[config.mk]
export PLATFORM = sky130hd
export DESIGN_NAME = wst_cell
export DESIGN_NICKNAME = d
export VERILOG_FILES = /design/src/hw/rtl/wst_pkg.sv /design/src/hw/rtl/wst_cell.sv
export SDC_FILE = /design/constraint.sdc
export NUM_CORES = 1
export LEC_CHECK = 0
export BUFFER_PORTS_ARGS = -buffer_cell sky130_fd_sc_hd__buf_2
export CAP_MARGIN = 10
export CORE_MARGIN = 2
export CORE_UTILIZATION = 50
export DETAILED_ROUTE_END_ITERATION = 16
export HOLD_SLACK_MARGIN = 0.12
export PLACE_DENSITY = 0.8
export SLEW_MARGIN = 20
export SYNTH_ARGS = -nofsm -noshare
export SYNTH_HDL_FRONTEND = slang
export SYNTH_SLANG_ARGS = --single-unit
[constraint.sdc]
create_clock -name clk -period 9.46 [get_ports clk]
set_input_delay 0.473 -clock clk [delete_from_list [all_inputs] [get_ports clk]]
set_output_delay 0.473 -clock clk [all_outputs]
set_load 0.005 [all_outputs]
[src/hw/rtl/wst_pkg.sv]
// shared types and constants for the window stack hit test block
`timescale 1ns / 1ps
`default_nettype none

package wst_pkg;

  typedef enum logic [1:0] {
    ST_IDLE,
    ST_EVAL,
    ST_APPLY,
    ST_REPORT
  } state_t;

  typedef enum logic [1:0] {
    OP_HOLD,
    OP_SHIFT,
    OP_LOAD
  } cell_op_t;

  localparam logic [2:0] ACT_CREATE = 3'd0;
  localparam logic [2:0] ACT_CLOSE  = 3'd1;
  localparam logic [2:0] ACT_RAISE  = 3'd2;
  localparam logic [2:0] ACT_CLICK  = 3'd3;
  localparam logic [2:0] ACT_HIT    = 3'd4;

  localparam logic [1:0] STAT_OK       = 2'd0;
  localparam logic [1:0] STAT_FULL     = 2'd1;
  localparam logic [1:0] STAT_BAD_SLOT = 2'd2;
  localparam logic [1:0] STAT_MISS     = 2'd3;

  // close button span on the title row: right edge minus 4 up to right edge minus 2
  localparam logic [7:0]         CLOSE_MIN_WIDTH = 8'd5;
  localparam logic signed [11:0] CLOSE_LO_OFS    = 12'sd4;
  localparam logic signed [11:0] CLOSE_HI_OFS    = 12'sd2;

  typedef struct packed {
    logic signed [9:0] left;
    logic signed [9:0] top;
    logic [7:0]        width;
    logic [7:0]        height;
  } rect_t;

  typedef struct packed {
    cell_op_t op;
    logic     eval;
  } cell_ctrl_t;

  typedef struct packed {
    logic match;
    logic hit;
    logic close_hit;
  } cell_flags_t;

endpackage

`default_nettype wire

[src/hw/rtl/wst_cell.sv]
// one stacking list position: slot number, rectangle and registered hit flags
`timescale 1ns / 1ps
`default_nettype none

module wst_cell #(
  parameter int SLOT_W = 3
) (
  input  logic                      clk,
  input  logic                      rst_n,
  input  wst_pkg::cell_ctrl_t       ctrl_i,
  input  logic [SLOT_W-1:0]         q_slot_i,
  input  logic signed [9:0]         q_col_i,
  input  logic signed [9:0]         q_row_i,
  input  logic                      up_valid_i,
  input  logic [SLOT_W-1:0]         up_slot_i,
  input  wst_pkg::rect_t            up_rect_i,
  input  logic [SLOT_W-1:0]         ld_slot_i,
  input  wst_pkg::rect_t            ld_rect_i,
  output logic                      valid_o,
  output logic [SLOT_W-1:0]         slot_o,
  output wst_pkg::rect_t            rect_o,
  output wst_pkg::cell_flags_t      flags_o
);
  import wst_pkg::*;

  logic              valid_r, valid_nxt;
  logic [SLOT_W-1:0] slot_r, slot_nxt;
  rect_t             rect_r, rect_nxt;
  cell_flags_t       flags_r, flags_nxt;

  logic signed [11:0] col_x, row_x, left_x, top_x, right_x, bottom_x;
  logic               in_rect, on_close;

  always_comb begin
    col_x    = 12'(q_col_i);
    row_x    = 12'(q_row_i);
    left_x   = 12'(rect_r.left);
    top_x    = 12'(rect_r.top);
    right_x  = left_x + $signed({4'b0000, rect_r.width});
    bottom_x = top_x + $signed({4'b0000, rect_r.height});
    // zero width or height never holds a point
    in_rect  = (col_x >= left_x) && (col_x < right_x) &&
               (row_x >= top_x) && (row_x < bottom_x);
    on_close = (rect_r.width >= CLOSE_MIN_WIDTH) && (q_row_i == rect_r.top) &&
               (col_x >= right_x - CLOSE_LO_OFS) && (col_x <= right_x - CLOSE_HI_OFS);
  end

  always_comb begin
    valid_nxt = valid_r;
    slot_nxt  = slot_r;
    rect_nxt  = rect_r;
    case (ctrl_i.op)
      OP_SHIFT: begin
        valid_nxt = up_valid_i;
        slot_nxt  = up_slot_i;
        rect_nxt  = up_rect_i;
      end
      OP_LOAD: begin
        valid_nxt = 1'b1;
        slot_nxt  = ld_slot_i;
        rect_nxt  = ld_rect_i;
      end
      default: begin
        valid_nxt = valid_r;
      end
    endcase
  end

  always_comb begin
    flags_nxt = flags_r;
    if (ctrl_i.eval) begin
      flags_nxt.match     = valid_r && (slot_r == q_slot_i);
      flags_nxt.hit       = valid_r && in_rect;
      flags_nxt.close_hit = valid_r && in_rect && on_close;
    end
  end

  always_ff @(posedge clk) begin
    if (!rst_n) begin
      valid_r <= 1'b0;
      flags_r <= '0;
    end else begin
      valid_r <= valid_nxt;
      flags_r <= flags_nxt;
    end
  end

  always_ff @(posedge clk) begin
    slot_r <= slot_nxt;
    rect_r <= rect_nxt;
  end

  assign valid_o = valid_r;
  assign slot_o  = slot_r;
  assign rect_o  = rect_r;
  assign flags_o = flags_r;

endmodule

`default_nettype wire
# --- Yosys cells after proc, flatten, opt, wreduce, memory -nomap -nowiden ---
# Index checks and enable logic that the tools add are counted.
totals:
  rom_bits: 0
  memories: 0
  latch_bits: 0
  ff_bits: 43
  ramBits: 0
  elab_cells: 37
classes:
  mul: 0
  order_cmp: 7
  eq_ne: 4
  shift: 0
  div_mod_pow: 0
  n_mux: 3
  bitwise: 0
  addsub: 4
  n_reduce_logical: 10
op_table:
  columns: ["operator", "count"]
  rows:
  - ["36-bit one-hot mux with 2 select lines", 1]
  - ["10-bit by 9-bit adder with 11-bit output", 2]
  - ["10-bit by 11-bit < comparator with 1-bit output", 2]
  - ["10-bit greater-or-equal comparator", 2]
  - ["10-bit by 12-bit greater-or-equal comparator with 1-bit output", 1]
  - ["10-bit by 12-bit less-or-equal comparator with 1-bit output", 1]
  - ["11-bit by 3-bit subtractor with 12-bit output (second input constant)", 1]
  - ["11-bit by 4-bit subtractor with 12-bit output (second input constant)", 1]
  - ["10-bit equality test", 1]
  - ["1-bit logical AND", 9]
  - ["8-bit by 3-bit greater-or-equal comparator with 1-bit output (second input constant)", 1]
  - ["3-bit one-hot mux with 2 select lines", 1]
  - ["3-bit equality test", 1]
  - ["2-bit by 1-bit equality test with 1-bit output (second input constant)", 1]
  - ["2-bit equality test (second input constant)", 1]
  - ["1-bit one-hot mux with 2 select lines", 1]
  - ["2-bit nonzero test", 1]

# --- Logic depth before layout (Yosys ltp) ---
logic_depth:
  word_depth: 7
  mapped_depth: 18
  ltp_nobuf: 18

# --- Worst setup path after synthesis ---
# No wires, ideal clock.
synth_timing:
  kind: "register to register"
  start: "reg rect_r (netlist bit rect_o[8])"
  end: "reg flags_r (netlist bit flags_o[0])"
  path_slack_ps: 5649
  t_arrival_ps: 3752
  period_less_slack_ps: 3811
  path_buffers: 0
  stages_incl_launch_ff: 18
  cell_sequence: "edfxtp_1 ha_1 fa_1 a211oi_1 o21ai_1 o21ai_2 xor2_2 nand2b_1 nor2_1 xor2_1 ha_1 and3_1 a2111oi_0 o21ai_0 a31oi_1 nor3_1 nor4b_1 a22o_1"
synth_via:
  elab_chain_len: 7
synth_lines:
  columns: ["element", "line", "text"]
  rows:
  - ["start, declared", "wst_cell.sv:28", "rect_t rect_r, rect_nxt;"]
  - ["start signal, assigned", "wst_cell.sv:90", "rect_r <= rect_nxt;"]
  - ["parallel branches: the longest is 6 deep, another holds 11-bit by 4-bit subtractor with 12-bit output", null, null]
  - ["1-bit logical AND (*)", "wst_cell.sv:74", "flags_nxt.close_hit = valid_r && in_rect && on_close;"]
  - ["end signal, assigned", "wst_cell.sv:84", "flags_r <= flags_nxt;"]
  - ["end, declared", "wst_cell.sv:29", "cell_flags_t flags_r, flags_nxt;"]
# Mark *: on every way between the ends.
# A chain may end at the register's enable or synchronous reset.

# --- Worst setup path after layout ---
# Ends and elaborated chain as after synthesis.

==> impl_metrics.ini <==
[critical_path]
worstPathArrival_ns = 4.42
critical_path_type = flip-flop to flip-flop
worstPathRequired_ns = 9.72
path_max_fanout = 6
cp-end-kind = flip-flop
worstSetupStartpointType = flip-flop

[floorplan]
initial_utilization_pct = 52.0
core_area_um2 = 8260
die-area_um2 = 9350
die_width_um = 96.7
ios = 150
die_h_um = 96.7
row_count = 33

[timing]
finalCritPeriodShare_pct = 44.0
rsz0062_at_grt = no
final-setup-viol-count = 0
totalNegativeSetupSlack_ns = 0
relSlewSlack_pct = 40.9
final_setup_skew_ns = 0.0257
worstMarginPinSlew_ns = 0.887
max_freq_mhz = 240
finalWorstPathRequiredPeriod_ns = 4.16
slew_violations = 0
timing_hold_violations_final = 0

[cells_and_area]
final_nets = 765
mostFrequentLayoutCells = 149 x buf_2, 80 x ha_1, 39 x mux2_2, 39 x edfxtp_1, 38 x inv_1
most_frequent_standard_cell_in_the_layout_excluding_fill_and_tap_cells = buf_2
drive_gt1_share_pct = 36.5
layout-area-overhead-vs-synth_pct = 22.9
num_antenna_cells = 0

[clock_tree]
cts.path.max_buffers = 2
postCtsHoldBufs = 0
postCtsResizedCells = 0
cts_sinks = 43
postCtsSetupBuffers = 0
cts_root_buffer = clkbuf_8
cts_tree = done
clkTransAtPathRegs_ns = 0.11
cts-htree-levels = 2
numCtsBuffers = 5
worst_skew_pair.late_latency_ns = 0.31

[synthesis]
synthArstFlopShare_pct = 0
total_nets_after_synthesis = 612
netlist.area_leader.share_pct = 27.2
synthesis.instances = 422
synth-seq-area-share_pct = 29.1
yosysWarnings = 0
avgSynthCellArea_um2 = 10.2
synth-edff-count = 39
synth.largest_area_cell = edfxtp_1
postSynthRegisterBits = 43
synth_cell_types = 54
synth_area_um2 = 4300
dominantRegCellSynth = edfxtp_1
ys_top_cells_by_area = edfxtp_1 27%, ha_1 24%, mux2_2 10%, inv_1 3.3%, xnor2_1 3.3%

[detailed_routing]
drc_errors = 0
wl_per_cell_um = 16.1
ant_nets = 0
drt_first_iter_violations = 132
route.detailed.vias_per_inst = 5.61
routed_wirelength_mm = 11.0
vias_after_detailed_routing = 3818
detail_route.first_pass.iterations = 4

[power_and_ir_drop]
ir_worst_vdd_mv = 0.0995
tot_pwr_mw = 1.03
total_leakage_power_nw = 2.56
pwr_density_cell_nw_per_um2 = 195

[grt]
grt_pass1_wl_mm = 17.9
grt.overflow.total = 0
grt_antenna_before_repair = 0
grt_util_all_layers_pct = 23.0
pin_count_of_the_biggest_net_entering_global_routing = 41
number_of_global_route_vias_before_repair = 3834

[placed_design]
dp.final_hpwl_mm = 9.22
portBuffers = 149
globalplace.congestion = 0.893

[outcome]
status = finished, final reports clean

[job]
max_cap_violations = 0

[worst_hold_path]
worstHoldPathType = input pin to flip-flop
## metal layers
metal	global-route usage, %	vias up	wire length, um
li1	-	1883	-
met1	29.8	1796	4880
met2	40.7	127	5440
met3	3.32	12	519
met4	4.88	0	156
met5	0	-	0
## cells by family after synthesis
logic type	count (synthesis)	synth area share [%]
AOI/OAI and AO/OA	97	15.2
and+or+nand+nor	88	10.6
adders and majority gates	83	24.5
DFF	43	29.1
buffers and inverters	42	3.67
muxes	40	10.5
xor gates and xnor gates	29	6.43
## layout make-up
| class | instances | area [um^2] |
|---|---|---|
| Fill cell | 695 | 2980 |
| Timing Repair Buffer | 150 | 753 |
| Sequential cell | 43 | 1250 |
| Tap cell | 105 | 131 |
| Clock inverter | 3 | 43.8 |
| Multi-Input combinational cell | 337 | 2890 |
| Inverter | 38 | 143 |
| Clock buffer | 5 | 68.8 |
## where the power goes
part | internal, mW | total (mW) | switching, mW | leakage (nW)
clock network | 0.0789 | 0.153 | 0.0744 | 0.0581
logic | 0.278 | 0.615 | 0.338 | 2.09
registers | 0.239 | 0.264 | 0.0247 | 0.414
## synth_stat cells (9+ instances only)
| cell type | number |
|---|---|
| nand3_1 | 10 |
| nor3_1 | 9 |
| nand2_1 | 21 |
| a21oi_1 | 25 |
| xnor2_1 | 16 |
| a21o_1 | 12 |
| xor2_1 | 10 |
| inv_1 | 38 |
| mux2_2 | 39 |
| edfxtp_1 | 39 |
| ha_1 | 81 |
| o21ai_0 | 18 |
| nor2_1 | 22 |
## per-stage QoR
stage	area (um^2)	util (%)	worst slack, ns	cells	hold WS [ns]
global route	5280	64.0	4.86	681	0.419
CTS	5280	64.0	5.30	681	0.420
global placement	5170	62.6	5.46	673	0.459
floorplan	4300	-	5.65	422	0.474
finish	5280	64.0	5.30	681	0.422
detailed placement	5170	62.6	5.34	673	0.463
## worst max-delay path: stages (launching register included)
cell and delay [ns]:
edfxtp_1 0.44, ha_1 0.27, fa_1 0.44, xnor2_1 0.49, ha_1 0.31, nand2b_1 0.08
nor2_1 0.14, nand2_1 0.09, xnor2_1 0.13, ha_1 0.30, and3_1 0.20, a2111oi_0 0.36
o21ai_0 0.14, a31oi_1 0.16, nor3_1 0.08, nor4b_1 0.30, a22o_1 0.16
## state kept, by name, indices dropped and copies added, names as in the netlist
register and flops:
valid_o 1, rect_o 36, slot_o 3, flags_o 3
## final timing paths
check	startpoint	endpoint	slack (ns)	depth (start not counted)
setup reg to reg	rect_o[8]	flags_o[0]	5.30	16
hold reg to reg	flags_o[1]	flags_o[1]	0.49	1
setup / recovery	rect_o[8]	flags_o[0]	5.30	16
hold / removal	up_valid_i	valid_o	0.42	3
No activity file was read; power rests on OpenSTA's default activity.
